## config.mk

```make
export PLATFORM = sky130hd
export DESIGN_NAME = three_stacks_shared_memory_flat
export DESIGN_NICKNAME = d
export VERILOG_FILES = /design/src/rtl/tss_pkg.sv /design/src/rtl/tss_ifs.sv /design/src/rtl/tss_ram.sv /design/src/rtl/tss_seq.sv /design/src/rtl/tss_out_reg.sv /design/src/rtl/three_stacks_shared_memory.sv /design/src/flat_wrapper.sv
export SDC_FILE = /design/constraint.sdc
export NUM_CORES = 2
export LEC_CHECK = 0
export BUFFER_PORTS_ARGS = -buffer_cell sky130_fd_sc_hd__buf_4
export CORE_ASPECT_RATIO = 0.9
export CORE_MARGIN = 10
export CORE_UTILIZATION = 30
export CTS_CLUSTER_SIZE = 28
export DETAILED_ROUTE_END_ITERATION = 10
export PLACE_DENSITY = 0.44
export SYNTH_ARGS = -nofsm -noshare
export SYNTH_HDL_FRONTEND = slang
export SYNTH_SLANG_ARGS = --single-unit
```

## constraint.sdc

```tcl
create_clock -name i_clk -period 5 [get_ports i_clk]
set_input_delay 1 -clock i_clk [delete_from_list [all_inputs] [get_ports i_clk]]
set_output_delay 1 -clock i_clk [all_outputs]
set_load 0.02 [all_outputs]
```

## src/rtl/tss_pkg.sv

```systemverilog
// ============================================================================
// tss_pkg
// Shared types and codes for the three-stacks shared-memory block.
// ============================================================================
`default_nettype none

package tss_pkg;

    // Default sizes; the top level takes them as parameter defaults.
    localparam int DEF_STORE_DEPTH = 64;
    localparam int DEF_WORD_BITS   = 32;

    // Request kinds.
    localparam logic [1:0] MODE_PUSH = 2'd0;
    localparam logic [1:0] MODE_POP  = 2'd1;
    localparam logic [1:0] MODE_PEEK = 2'd2;

    // Stack selectors.
    localparam logic [1:0] SEL_A = 2'd0;
    localparam logic [1:0] SEL_B = 2'd1;
    localparam logic [1:0] SEL_C = 2'd2;

    typedef enum logic [2:0] {
        ST_OK       = 3'd0,
        ST_LEFT     = 3'd1,
        ST_RIGHT    = 3'd2,
        ST_OVERFLOW = 3'd3,
        ST_EMPTY    = 3'd4,
        ST_BAD      = 3'd5
    } t_status;

    typedef struct packed {
        logic [1:0]          mode;
        logic [1:0]          stack_sel;
        logic signed [31:0]  push_value;
    } t_req;

    typedef struct packed {
        t_status             status;
        logic signed [31:0]  top_value;
    } t_rsp;

endpackage : tss_pkg

`default_nettype wire

```

## src/rtl/tss_ifs.sv

```systemverilog
// ============================================================================
// tss_req_if / tss_rsp_if
// Valid/ready channel interfaces for requests and responses.
// ============================================================================
`default_nettype none

interface tss_req_if;
    logic               valid;
    logic               ready;
    logic [1:0]         mode;
    logic [1:0]         stack_sel;
    logic signed [31:0] push_value;

    modport source (output valid, output mode, output stack_sel, output push_value,
                    input ready);
    modport sink   (input valid, input mode, input stack_sel, input push_value,
                    output ready);
endinterface : tss_req_if

interface tss_rsp_if;
    logic               valid;
    logic               ready;
    logic [2:0]         status;
    logic signed [31:0] top_value;

    modport source (output valid, output status, output top_value, input ready);
    modport sink   (input valid, input status, input top_value, output ready);
endinterface : tss_rsp_if

`default_nettype wire

```

## src/rtl/tss_ram.sv

```systemverilog
// ============================================================================
// tss_ram
// Generic single-write, single-read synchronous RAM with registered read.
// ============================================================================
`default_nettype none

module tss_ram #(
    parameter int WIDTH = 32,
    parameter int DEPTH = 64
) (
    input  wire logic                     i_clk,
    input  wire logic                     i_we,
    input  wire logic [$clog2(DEPTH)-1:0] i_waddr,
    input  wire logic [WIDTH-1:0]         i_wdata,
    input  wire logic                     i_re,
    input  wire logic [$clog2(DEPTH)-1:0] i_raddr,
    output logic      [WIDTH-1:0]         o_rdata
);

    logic [WIDTH-1:0] r_mem [DEPTH];
    logic [WIDTH-1:0] r_rdata;

    always_ff @(posedge i_clk) begin
        if (i_we) begin
            r_mem[i_waddr] <= i_wdata;
        end
        if (i_re) begin
            r_rdata <= r_mem[i_raddr];
        end
    end

    assign o_rdata = r_rdata;

endmodule : tss_ram

`default_nettype wire

```

## src/rtl/tss_seq.sv

```systemverilog
// ============================================================================
// tss_seq
// Request sequencer: stack pointers, fill counts, and the read-modify-write
// walk over the shared memory, including the one-entry move of stack B.
// ============================================================================
`default_nettype none

module tss_seq #(
    parameter int STORE_DEPTH = 64,
    parameter int WORD_BITS   = 32
) (
    input  wire logic                           i_clk,
    input  wire logic                           i_rst_n,
    input  wire logic                           i_req_valid,
    output logic                                o_req_ready,
    input  wire tss_pkg::t_req                  i_req,
    output logic                                o_ram_we,
    output logic [$clog2(STORE_DEPTH)-1:0]      o_ram_waddr,
    output logic [WORD_BITS-1:0]                o_ram_wdata,
    output logic                                o_ram_re,
    output logic [$clog2(STORE_DEPTH)-1:0]      o_ram_raddr,
    input  wire logic [WORD_BITS-1:0]           i_ram_rdata,
    output logic                                o_res_valid,
    input  wire logic                           i_res_ready,
    output tss_pkg::t_rsp                       o_res
);
    import tss_pkg::*;

    localparam int AW = $clog2(STORE_DEPTH);
    localparam int CW = $clog2(STORE_DEPTH + 1);
    // Pointers range from -1 to STORE_DEPTH, so they carry a sign bit.
    localparam int PW = CW + 1;

    localparam logic signed [PW-1:0] ZERO    = '0;
    localparam logic signed [PW-1:0] ONE     = 1;
    localparam logic signed [PW-1:0] DEPTH_S = PW'(STORE_DEPTH);
    localparam logic signed [PW-1:0] BASE_B0 = PW'(STORE_DEPTH / 3);
    localparam logic signed [PW-1:0] TOP_C0  = PW'(STORE_DEPTH - 1);
    localparam logic [CW+1:0]        FULL_N  = (CW + 2)'(STORE_DEPTH);

    typedef enum logic [7:0] {
        S_IDLE      = 8'b0000_0001,
        S_DECIDE    = 8'b0000_0010,
        S_SHIFT_RD  = 8'b0000_0100,
        S_SHIFT_WR  = 8'b0000_1000,
        S_PUSH      = 8'b0001_0000,
        S_PEEK_RD   = 8'b0010_0000,
        S_PEEK_DATA = 8'b0100_0000,
        S_DONE      = 8'b1000_0000
    } t_state;

    t_state                r_state,     n_state;
    logic signed [PW-1:0]  r_top_a,     n_top_a;
    logic signed [PW-1:0]  r_base_b,    n_base_b;
    logic signed [PW-1:0]  r_top_b,     n_top_b;
    logic signed [PW-1:0]  r_top_c,     n_top_c;
    logic [CW-1:0]         r_cnt_a,     n_cnt_a;
    logic [CW-1:0]         r_cnt_b,     n_cnt_b;
    logic [CW-1:0]         r_cnt_c,     n_cnt_c;
    logic [1:0]            r_mode,      n_mode;
    logic [1:0]            r_sel,       n_sel;
    logic [WORD_BITS-1:0]  r_val,       n_val;
    logic signed [PW-1:0]  r_idx,       n_idx;
    logic                  r_right,     n_right;
    t_status               r_status,    n_status;
    logic signed [31:0]    r_top_value, n_top_value;

    logic signed [63:0]    req_ext;
    logic signed [63:0]    rd_ext;
    logic [CW+1:0]         used;
    logic                  full;
    logic [CW-1:0]         sel_cnt;
    logic signed [PW-1:0]  push_at;
    logic signed [PW-1:0]  peek_at;
    logic signed [PW-1:0]  b_last;
    logic signed [PW-1:0]  wr_idx;

    // Words are stored at WORD_BITS and come back sign-extended to 32 bits.
    assign req_ext = 64'($signed(i_req.push_value));
    assign rd_ext  = 64'($signed(i_ram_rdata));

    assign used   = (CW + 2)'(r_cnt_a) + (CW + 2)'(r_cnt_b) + (CW + 2)'(r_cnt_c);
    assign full   = (used >= FULL_N);
    assign b_last = r_top_b - ONE;

    always_comb begin
        case (r_sel)
            SEL_A:   begin sel_cnt = r_cnt_a; push_at = r_top_a; peek_at = r_top_a - ONE; end
            SEL_B:   begin sel_cnt = r_cnt_b; push_at = r_top_b; peek_at = r_top_b - ONE; end
            SEL_C:   begin sel_cnt = r_cnt_c; push_at = r_top_c; peek_at = r_top_c + ONE; end
            default: begin sel_cnt = '0;      push_at = ZERO;    peek_at = ZERO;          end
        endcase
    end

    always_comb begin
        n_state     = r_state;
        n_top_a     = r_top_a;
        n_base_b    = r_base_b;
        n_top_b     = r_top_b;
        n_top_c     = r_top_c;
        n_cnt_a     = r_cnt_a;
        n_cnt_b     = r_cnt_b;
        n_cnt_c     = r_cnt_c;
        n_mode      = r_mode;
        n_sel       = r_sel;
        n_val       = r_val;
        n_idx       = r_idx;
        n_right     = r_right;
        n_status    = r_status;
        n_top_value = r_top_value;
        wr_idx      = r_idx;
        o_ram_we    = 1'b0;
        o_ram_wdata = i_ram_rdata;
        o_ram_re    = 1'b0;
        o_ram_raddr = '0;

        case (r_state)
            S_IDLE: begin
                if (i_req_valid) begin
                    n_mode  = i_req.mode;
                    n_sel   = i_req.stack_sel;
                    n_val   = req_ext[WORD_BITS-1:0];
                    n_state = S_DECIDE;
                end
            end
            S_DECIDE: begin
                n_status    = ST_OK;
                n_top_value = '0;
                if (!(r_sel inside {SEL_A, SEL_B, SEL_C}) ||
                    !(r_mode inside {MODE_PUSH, MODE_POP, MODE_PEEK})) begin
                    n_status = ST_BAD;
                    n_state  = S_DONE;
                end else if (r_mode == MODE_PUSH) begin
                    if (full) begin
                        n_status = ST_OVERFLOW;
                        n_state  = S_DONE;
                    end else begin
                        n_state = S_PUSH;
                        case (r_sel)
                            SEL_A: begin
                                if (r_top_a >= r_base_b) begin
                                    n_status = ST_RIGHT;
                                    n_right  = 1'b1;
                                    n_idx    = r_top_b;
                                    n_state  = S_SHIFT_RD;
                                end
                            end
                            SEL_B: begin
                                if (r_top_b > r_top_c) begin
                                    n_status = ST_LEFT;
                                    n_right  = 1'b0;
                                    n_idx    = r_base_b - ONE;
                                    n_state  = S_SHIFT_RD;
                                end
                            end
                            default: begin
                                if (r_top_c < r_top_b) begin
                                    n_status = ST_LEFT;
                                    n_right  = 1'b0;
                                    n_idx    = r_base_b - ONE;
                                    n_state  = S_SHIFT_RD;
                                end
                            end
                        endcase
                    end
                end else if (sel_cnt == '0) begin
                    n_status = ST_EMPTY;
                    n_state  = S_DONE;
                end else if (r_mode == MODE_POP) begin
                    n_state = S_DONE;
                    case (r_sel)
                        SEL_A: begin
                            n_top_a = r_top_a - ONE;
                            n_cnt_a = r_cnt_a - CW'(1);
                        end
                        SEL_B: begin
                            n_top_b = r_top_b - ONE;
                            n_cnt_b = r_cnt_b - CW'(1);
                        end
                        default: begin
                            n_top_c = r_top_c + ONE;
                            n_cnt_c = r_cnt_c - CW'(1);
                        end
                    endcase
                end else begin
                    n_state = S_PEEK_RD;
                end
            end
            S_SHIFT_RD: begin
                // Fetch the neighbor of the entry about to be overwritten.
                if (r_right ? (r_idx > r_base_b) : (r_idx < b_last)) begin
                    o_ram_re    = 1'b1;
                    o_ram_raddr = r_right ? AW'(r_idx - ONE) : AW'(r_idx + ONE);
                    n_state     = S_SHIFT_WR;
                end else begin
                    if (r_right) begin
                        n_base_b = r_base_b + ONE;
                        n_top_b  = r_top_b + ONE;
                    end else begin
                        n_base_b = r_base_b - ONE;
                        n_top_b  = r_top_b - ONE;
                    end
                    n_state = S_PUSH;
                end
            end
            S_SHIFT_WR: begin
                wr_idx      = r_idx;
                o_ram_we    = (r_idx >= ZERO) && (r_idx < DEPTH_S);
                o_ram_wdata = i_ram_rdata;
                n_idx       = r_right ? (r_idx - ONE) : (r_idx + ONE);
                n_state     = S_SHIFT_RD;
            end
            S_PUSH: begin
                wr_idx      = push_at;
                o_ram_we    = (push_at >= ZERO) && (push_at < DEPTH_S);
                o_ram_wdata = r_val;
                n_state     = S_DONE;
                case (r_sel)
                    SEL_A: begin
                        n_top_a = r_top_a + ONE;
                        n_cnt_a = r_cnt_a + CW'(1);
                    end
                    SEL_B: begin
                        n_top_b = r_top_b + ONE;
                        n_cnt_b = r_cnt_b + CW'(1);
                    end
                    default: begin
                        n_top_c = r_top_c - ONE;
                        n_cnt_c = r_cnt_c + CW'(1);
                    end
                endcase
            end
            S_PEEK_RD: begin
                o_ram_re    = 1'b1;
                o_ram_raddr = peek_at[AW-1:0];
                n_state     = S_PEEK_DATA;
            end
            S_PEEK_DATA: begin
                n_top_value = rd_ext[31:0];
                n_state     = S_DONE;
            end
            S_DONE: begin
                if (i_res_ready) begin
                    n_state = S_IDLE;
                end
            end
            default: begin
                n_state = S_IDLE;
            end
        endcase
    end

    assign o_ram_waddr = wr_idx[AW-1:0];

    always_ff @(posedge i_clk) begin
        if (!i_rst_n) begin
            r_state  <= S_IDLE;
            r_top_a  <= ZERO;
            r_base_b <= BASE_B0;
            r_top_b  <= BASE_B0;
            r_top_c  <= TOP_C0;
            r_cnt_a  <= '0;
            r_cnt_b  <= '0;
            r_cnt_c  <= '0;
        end else begin
            r_state  <= n_state;
            r_top_a  <= n_top_a;
            r_base_b <= n_base_b;
            r_top_b  <= n_top_b;
            r_top_c  <= n_top_c;
            r_cnt_a  <= n_cnt_a;
            r_cnt_b  <= n_cnt_b;
            r_cnt_c  <= n_cnt_c;
        end
    end

    always_ff @(posedge i_clk) begin
        r_mode      <= n_mode;
        r_sel       <= n_sel;
        r_val       <= n_val;
        r_idx       <= n_idx;
        r_right     <= n_right;
        r_status    <= n_status;
        r_top_value <= n_top_value;
    end

    assign o_req_ready     = (r_state == S_IDLE);
    assign o_res_valid     = (r_state == S_DONE);
    assign o_res.status    = r_status;
    assign o_res.top_value = r_top_value;

endmodule : tss_seq

`default_nettype wire

```

## src/rtl/tss_out_reg.sv

```systemverilog
// ============================================================================
// tss_out_reg
// Output register that holds a finished response until the receiver takes it.
// ============================================================================
`default_nettype none

module tss_out_reg (
    input  wire logic           i_clk,
    input  wire logic           i_rst_n,
    input  wire logic           i_valid,
    output logic                o_ready,
    input  wire tss_pkg::t_rsp  i_rsp,
    tss_rsp_if.source           o_rsp
);
    import tss_pkg::*;

    logic r_valid, n_valid;
    t_rsp r_rsp;

    assign o_ready = !r_valid || o_rsp.ready;
    assign n_valid = o_ready ? i_valid : r_valid;

    always_ff @(posedge i_clk) begin
        if (!i_rst_n) begin
            r_valid <= 1'b0;
        end else begin
            r_valid <= n_valid;
        end
    end

    always_ff @(posedge i_clk) begin
        if (o_ready && i_valid) begin
            r_rsp <= i_rsp;
        end
    end

    assign o_rsp.valid     = r_valid;
    assign o_rsp.status    = r_rsp.status;
    assign o_rsp.top_value = r_rsp.top_value;

endmodule : tss_out_reg

`default_nettype wire

```

## src/rtl/three_stacks_shared_memory.sv

```systemverilog
// ============================================================================
// three_stacks_shared_memory
// Three stacks (A up from entry 0, B up from a movable base, C down from the
// last entry) kept in one shared synchronous word memory.
// ============================================================================
// Usage:
//   i_req carries one request per transaction: mode (push, pop, peek top),
//   stack_sel (A, B, C) and push_value. o_rsp returns exactly one response
//   transaction per request with a status code and, for a successful peek,
//   the top word sign-extended to 32 bits; every other response carries zero.
//   Requests are handled one at a time. After the accepting edge each request
//   passes the decide state; a pop, empty or rejected request then completes,
//   a push first writes its word, and a peek first reads the top entry and
//   captures the word. A push that must move stack B by one entry first
//   copies every word held in B, each moved word needing one read and one
//   write of the memory. i_req.ready rises at the same edge that hands the
//   response to the output register, so no new request is taken before the
//   last one has been handed over.
//   The response sits in an output register; while the receiver stalls, the
//   block still takes and works on the next request, and only holds it at
//   completion until the register frees up.
//   Reset is synchronous and active low. It empties all three stacks and
//   puts stack B back at one third of the memory; the memory contents are
//   not cleared, and no request can read an entry that was never written.
// ============================================================================
`default_nettype none

module three_stacks_shared_memory #(
    parameter int STORE_DEPTH = tss_pkg::DEF_STORE_DEPTH,
    parameter int WORD_BITS   = tss_pkg::DEF_WORD_BITS
) (
    input  wire logic  i_clk,
    input  wire logic  i_rst_n,
    tss_req_if.sink    i_req,
    tss_rsp_if.source  o_rsp
);
    import tss_pkg::*;

    localparam int AW = $clog2(STORE_DEPTH);

    // Request payload packed for the sequencer.
    t_req                 req;

    // Memory port between the sequencer and the word store.
    logic                 ram_we;
    logic [AW-1:0]        ram_waddr;
    logic [WORD_BITS-1:0] ram_wdata;
    logic                 ram_re;
    logic [AW-1:0]        ram_raddr;
    logic [WORD_BITS-1:0] ram_rdata;

    // Finished response handed to the output register.
    logic                 res_valid;
    logic                 res_ready;
    t_rsp                 res;

    assign req.mode       = i_req.mode;
    assign req.stack_sel  = i_req.stack_sel;
    assign req.push_value = i_req.push_value;

    // The sequencer owns all pointers and counts and drives every memory
    // access, so reads and writes to one entry never overlap.
    tss_seq #(
        .STORE_DEPTH (STORE_DEPTH),
        .WORD_BITS   (WORD_BITS)
    ) u_seq (
        .i_clk       (i_clk),
        .i_rst_n     (i_rst_n),
        .i_req_valid (i_req.valid),
        .o_req_ready (i_req.ready),
        .i_req       (req),
        .o_ram_we    (ram_we),
        .o_ram_waddr (ram_waddr),
        .o_ram_wdata (ram_wdata),
        .o_ram_re    (ram_re),
        .o_ram_raddr (ram_raddr),
        .i_ram_rdata (ram_rdata),
        .o_res_valid (res_valid),
        .i_res_ready (res_ready),
        .o_res       (res)
    );

    // The shared word store for all three stacks.
    tss_ram #(
        .WIDTH (WORD_BITS),
        .DEPTH (STORE_DEPTH)
    ) u_store (
        .i_clk   (i_clk),
        .i_we    (ram_we),
        .i_waddr (ram_waddr),
        .i_wdata (ram_wdata),
        .i_re    (ram_re),
        .i_raddr (ram_raddr),
        .o_rdata (ram_rdata)
    );

    // Output register decoupling the receiver from the sequencer.
    tss_out_reg u_out (
        .i_clk   (i_clk),
        .i_rst_n (i_rst_n),
        .i_valid (res_valid),
        .o_ready (res_ready),
        .i_rsp   (res),
        .o_rsp   (o_rsp)
    );

endmodule : three_stacks_shared_memory

`default_nettype wire

```

## src/flat_wrapper.sv

```systemverilog
// flat-port wrapper written by rule: the top's interface ports become plain ports
module three_stacks_shared_memory_flat import tss_pkg::*;
#(
    parameter int STORE_DEPTH = tss_pkg::DEF_STORE_DEPTH,
    parameter int WORD_BITS   = tss_pkg::DEF_WORD_BITS
)
  (i_clk, i_rst_n, i_req_valid, i_req_mode, i_req_stack_sel, i_req_push_value, i_req_ready, o_rsp_valid, o_rsp_status, o_rsp_top_value, o_rsp_ready);
  tss_req_if i_req_i ();
  tss_rsp_if o_rsp_i ();
  input  wire logic i_clk;
  input  wire logic i_rst_n;
  input wire logic [$bits(i_req_i.valid)-1:0] i_req_valid;
  input wire logic [$bits(i_req_i.mode)-1:0] i_req_mode;
  input wire logic [$bits(i_req_i.stack_sel)-1:0] i_req_stack_sel;
  input wire logic [$bits(i_req_i.push_value)-1:0] i_req_push_value;
  output wire logic [$bits(i_req_i.ready)-1:0] i_req_ready;
  output wire logic [$bits(o_rsp_i.valid)-1:0] o_rsp_valid;
  output wire logic [$bits(o_rsp_i.status)-1:0] o_rsp_status;
  output wire logic [$bits(o_rsp_i.top_value)-1:0] o_rsp_top_value;
  input wire logic [$bits(o_rsp_i.ready)-1:0] o_rsp_ready;
  assign i_req_i.valid = i_req_valid;
  assign i_req_i.mode = i_req_mode;
  assign i_req_i.stack_sel = i_req_stack_sel;
  assign i_req_i.push_value = i_req_push_value;
  assign i_req_ready = i_req_i.ready;
  assign o_rsp_valid = o_rsp_i.valid;
  assign o_rsp_status = o_rsp_i.status;
  assign o_rsp_top_value = o_rsp_i.top_value;
  assign o_rsp_i.ready = o_rsp_ready;
  three_stacks_shared_memory #(.STORE_DEPTH(STORE_DEPTH), .WORD_BITS(WORD_BITS)) u_core (.i_clk(i_clk), .i_rst_n(i_rst_n), .i_req(i_req_i), .o_rsp(o_rsp_i));
endmodule
```

==> impl_metrics.csv <==
group,metric,value,unit
floorplanning,die_h,542,um
power,p_per_area,343,mW/mm^2
global_routing,grt_overflow_total,0,
logic_synthesis,synth_top_family_by_area,"simple AND/OR/NAND/NOR gates",
logic_synthesis,synth_edf_count,2195,
drt,vias,60900,
sta,fmax,0.202,GHz
critical_path,cpMaxStageDelayCell,"nand4_1",
critical_path,path_cells,"or3_1 -> nand2b_4 -> or4_4 -> xnor2_4 -> inv_2 -> ha_4 -> inv_2 -> nor4_4 -> buf_4 -> a22oi_2 -> buf_6 -> o211a_4 -> nor2_4 -> buf_12 -> buf_8 -> buf_12 -> nand2_1 -> a32oi_1 -> buf_4 -> nand4_1 -> a22oi_2 -> buf_4 -> o311a_1",
clock_tree,worstSkewPairLatency,960,ps
drt,dr.pass1.iters,6,
sta,final_max_slew_viol_count,0,
floorplanning,start_util,30.1,%
sta,worst_pin_slew,1350,ps
floorplanning,pin_count,77,
critical_path,rr_endpoint,"u_core.u_store.o_rdata[31]",
place,dpl.hpwl,215000,um
clock_tree,cts_root_buf,"clkbuf_16",
final_layout,fillCellCount,28600,
sta,finalCritPeriodShare,99.0,%
drt,drc,0,
floorplanning,die_area,0.325,sq mm
critical_path,reg2reg_slack,50,ps
logic_synthesis,async_reset_ff_share,0,%
clock_tree,clkTransAtPathRegs,60,ps
drt,viasPerCell,5.27,
sta,fin_skew,105,ps
floorplanning,fp.dieW,600,um
global_routing,antenna_found_initial,36,
final_layout,regArea,0.0672,sq mm
drt,wl,339000,um
critical_path,start_kind,"flip-flop",
logic_synthesis,synthesis.nets,6723,
floorplanning,core_area,0.301,sq mm
critical_path,critPathArrivalTime,5720,ps
logic_synthesis,synth-seq-cells,2257,
drt,ant_nets,0,
final_layout,syn_to_final_growth,23.0,%
critical_path,cp.required,5770,ps
logic_synthesis,ys_types,94,
clock_tree,cts_sinks,2257,
global_routing,grt_use_total,20.1,%
clock_tree,numCtsBuffers,246,
critical_path,r2r-start,"u_core.u_seq.r_top_b[2]",
clock_tree,htreeDepth,4,
power,p_int,0.0304,W
power,ir_worst_vdd,317,uV
power,p_leak,38.8,nW
sta,setup_viol,0,
power,seq_power_share,53.6,%
final_layout,design_area,0.112,sq mm
outcome,status,"completed",
logic_synthesis,syn_area_per_cell,13.7,sq um
power,power_frac_clock,45.9,%
drt,dr.first_iter.drc_count,8098,
power,pwr-share-comb,0.5,%
sta,rsz0062_at_grt,"yes",
logic_synthesis,yosysSeqAreaShare,74.0,%
sta,period_minus_slack,4950,ps
hold_path,hold_path.class,"input pin to flip-flop",
critical_path,worstSetupStartpoint,"u_core.u_seq.r_top_b[2]",
clock_tree,cts_tree,"done",
flow_run,maxCapViolations,0,
critical_path,path_delay_family,"simple AND/OR/NAND/NOR gates",
global_routing,grt_pass1_wl,468000,um
critical_path,endpoint,"u_core.u_store.o_rdata[31]",
logic_synthesis,synthCells,6609,
logic_synthesis,yosys.area_share.simple,12.7,%
critical_path,r2r_cells,23,
logic_synthesis,synthFlopType,"edfxtp_1",
final_layout,multi_input_area,0.0225,sq mm
clock_tree,cts_hold_buf,0,
global_routing,grt_max_degree,65,
critical_path,critPathMaxFanout,13,
logic_synthesis,yosys_warnings,0,
sta,report.final.hold_viol_count,0,
critical_path,crit_path_end_kind,"flip-flop",
global_routing,grt_pass1_vias,57600,
power,p_total,0.0382,W
critical_path,crit_type,"flip-flop to flip-flop",
logic_synthesis,yosys-mux-area-fraction,2.21,%
final_layout,drive_gt1_share,19.3,%
place,placement.io_buffers,76,
drt,wl_per_cell,29.4,um
sta,maxSlewHeadroom,10.1,%
place,gp_congestion,0.837,
final_layout,final_nets,7483,
logic_synthesis,synthXorXnorAreaFrac,0.694,%
logic_synthesis,synth_compound_area_share,6.95,%
logic_synthesis,synth_adder_area_share,1.07,%
logic_synthesis,synth_area,0.0907,sq mm
power,power_switching_share,20.5,%
place,postPlaceCellArea,0.103,sq mm
floorplanning,fp-row-count,191,
critical_path,cp_common_cell,"buf_4",
critical_path,cpPeakStageDelay,460,ps
critical_path,worst-path-stages,23,
critical_path,cp.buffers_inverters,9,
power,switchingPower,0.00784,W
clock_tree,ctsLongestPathBuffers,4,
per-layer routing:
layer	GRT usage [%]	routed length (um)	vias to the layer above
met5	0	28	-
met4	5.10	8160	6
met3	3.80	29300	384
met2	30.1	148000	2611
met1	29.9	154000	31400
li1	-	-	26400
area by class of cell:
type | count | share of cell area [%]
diodes | 17 | 0.0381
clock buffers | 303 | 5.77
clock inverters | 149 | 1.04
inverters | 47 | 0.158
multi-input cells | 3901 | 20.2
flip-flops and latches | 2257 | 60.2
well taps | 3956 | 4.44
repair buffers | 916 | 8.16
sequential cells by signal, indices dropped and copies added (netlist names), 8 cells and up:
name                          cells
u_core.u_seq.r_base_b             8
u_core.u_store.o_rdata           32
u_core.u_store.r_mem           2048
u_core.u_seq.r_val               32
u_core.u_seq.r_idx                8
u_core.u_seq.r_top_a              8
u_core.u_seq.r_state              8
u_core.u_seq.r_top_b              8
u_core.u_seq.r_top_value         32
u_core.u_out.o_rsp.top_value     32
u_core.u_seq.r_top_c              8
worst min path at each step:
stage,from,end,slack [ps],cells past startpoint
floorplan,u_core.u_seq.r_status[0],u_core.u_out.o_rsp.status[0],400,0
global placement,u_core.u_seq.r_top_value[13],u_core.u_out.o_rsp.top_value[13],400,0
detailed placement,u_core.u_seq.r_top_value[12],u_core.u_out.o_rsp.top_value[12],400,0
CTS,i_req_push_value[2],u_core.u_seq.r_val[2],180,1
global route,i_req_push_value[18],u_core.u_seq.r_val[18],200,1
finish,i_req_push_value[18],u_core.u_seq.r_val[18],240,1
repair_timing:
item	CTS	global route
gates resized for setup	47	34
pin swaps	12	16
setup endpoints to repair	31	25
cloned	2	4
buffers inserted	13	12
synth_stat cells (all sizes together) (11+ instances only):
master  count  area [sq um]
nor2b      25           156
buf       262          1380
and2       65           407
a21oi     104           528
nor2      151           577
xnor2      55           489
or3        22           138
o211ai     23           191
nand2    1714          6440
ha         69           863
nand3     476          2380
a31oi     263          1650
a32oi     165          1450
and3       51           319
inv        46           173
mux2       11           124
nand4      79           494
o22ai      13          87.6
clkbuf    143           537
nor4       16           121
a21o       21           158
o21ai      82           422
nand2b     21           131
a211oi     29           245
dfxtp      62          1240
o221ai     18           158
a22oi      18           145
xor2       16           140
a311oi     27           236
edfxtp   2195         65900
mux2i     188          1880
nor3       27           140
per-stage QoR:
stage               std cells  utilization [%]  hold WS (ps)  TNS, ps  worst slack (ps)
finish                  11500             37.1           238        0              51.6
global route            11500             37.1           202     -111             -68.6
CTS                     11500             36.9           179        0              9.32
detailed placement      11000             34.3           405    -8460              -715
global placement        11000             34.3           402   -12470              -844
floorplan                6609                -           400        0               699
logic make-up (layout without fill, tap and decap cells):
family                   after synthesis  count (layout)
AO/OA/AOI/OAI                        879             879
XOR/XNOR                              71              71
adder cells (fa/ha/maj)               75              75
buffers and inverters                452            1415
flip-flops                          2257            2257
multiplexers                         199             199
other                                  0              17
AND/OR/NAND/NOR                     2676            2677
cell usage in the layout, fill, tap and decap left out, drive strengths merged, types with 62 or more instances in the layout:
cell    Yosys  final
a21oi     104    104
a31oi     263    263
a32oi     165    165
and2       65     65
buf       262    912
clkbuf    143    306
clkinv      1    121
dfxtp      62     62
edfxtp   2195   2195
ha         69     69
mux2i     188    188
nand2    1714   1714
nand3     476    476
nand4      79     79
nor2      151    152
o21ai      82     82
power groups by stage:
stage	Combinational (W)	Clock, W	Sequential, W
floorplan	0.0000983	0	0.0209
CTS	0.000191	0.0179	0.0205
global placement	0.000187	0	0.0209
finish	0.000188	0.0176	0.0205
global route	0.000204	0.0186	0.0205
detailed placement	0.000190	0	0.0209
Power figures use the tool's default switching activity.
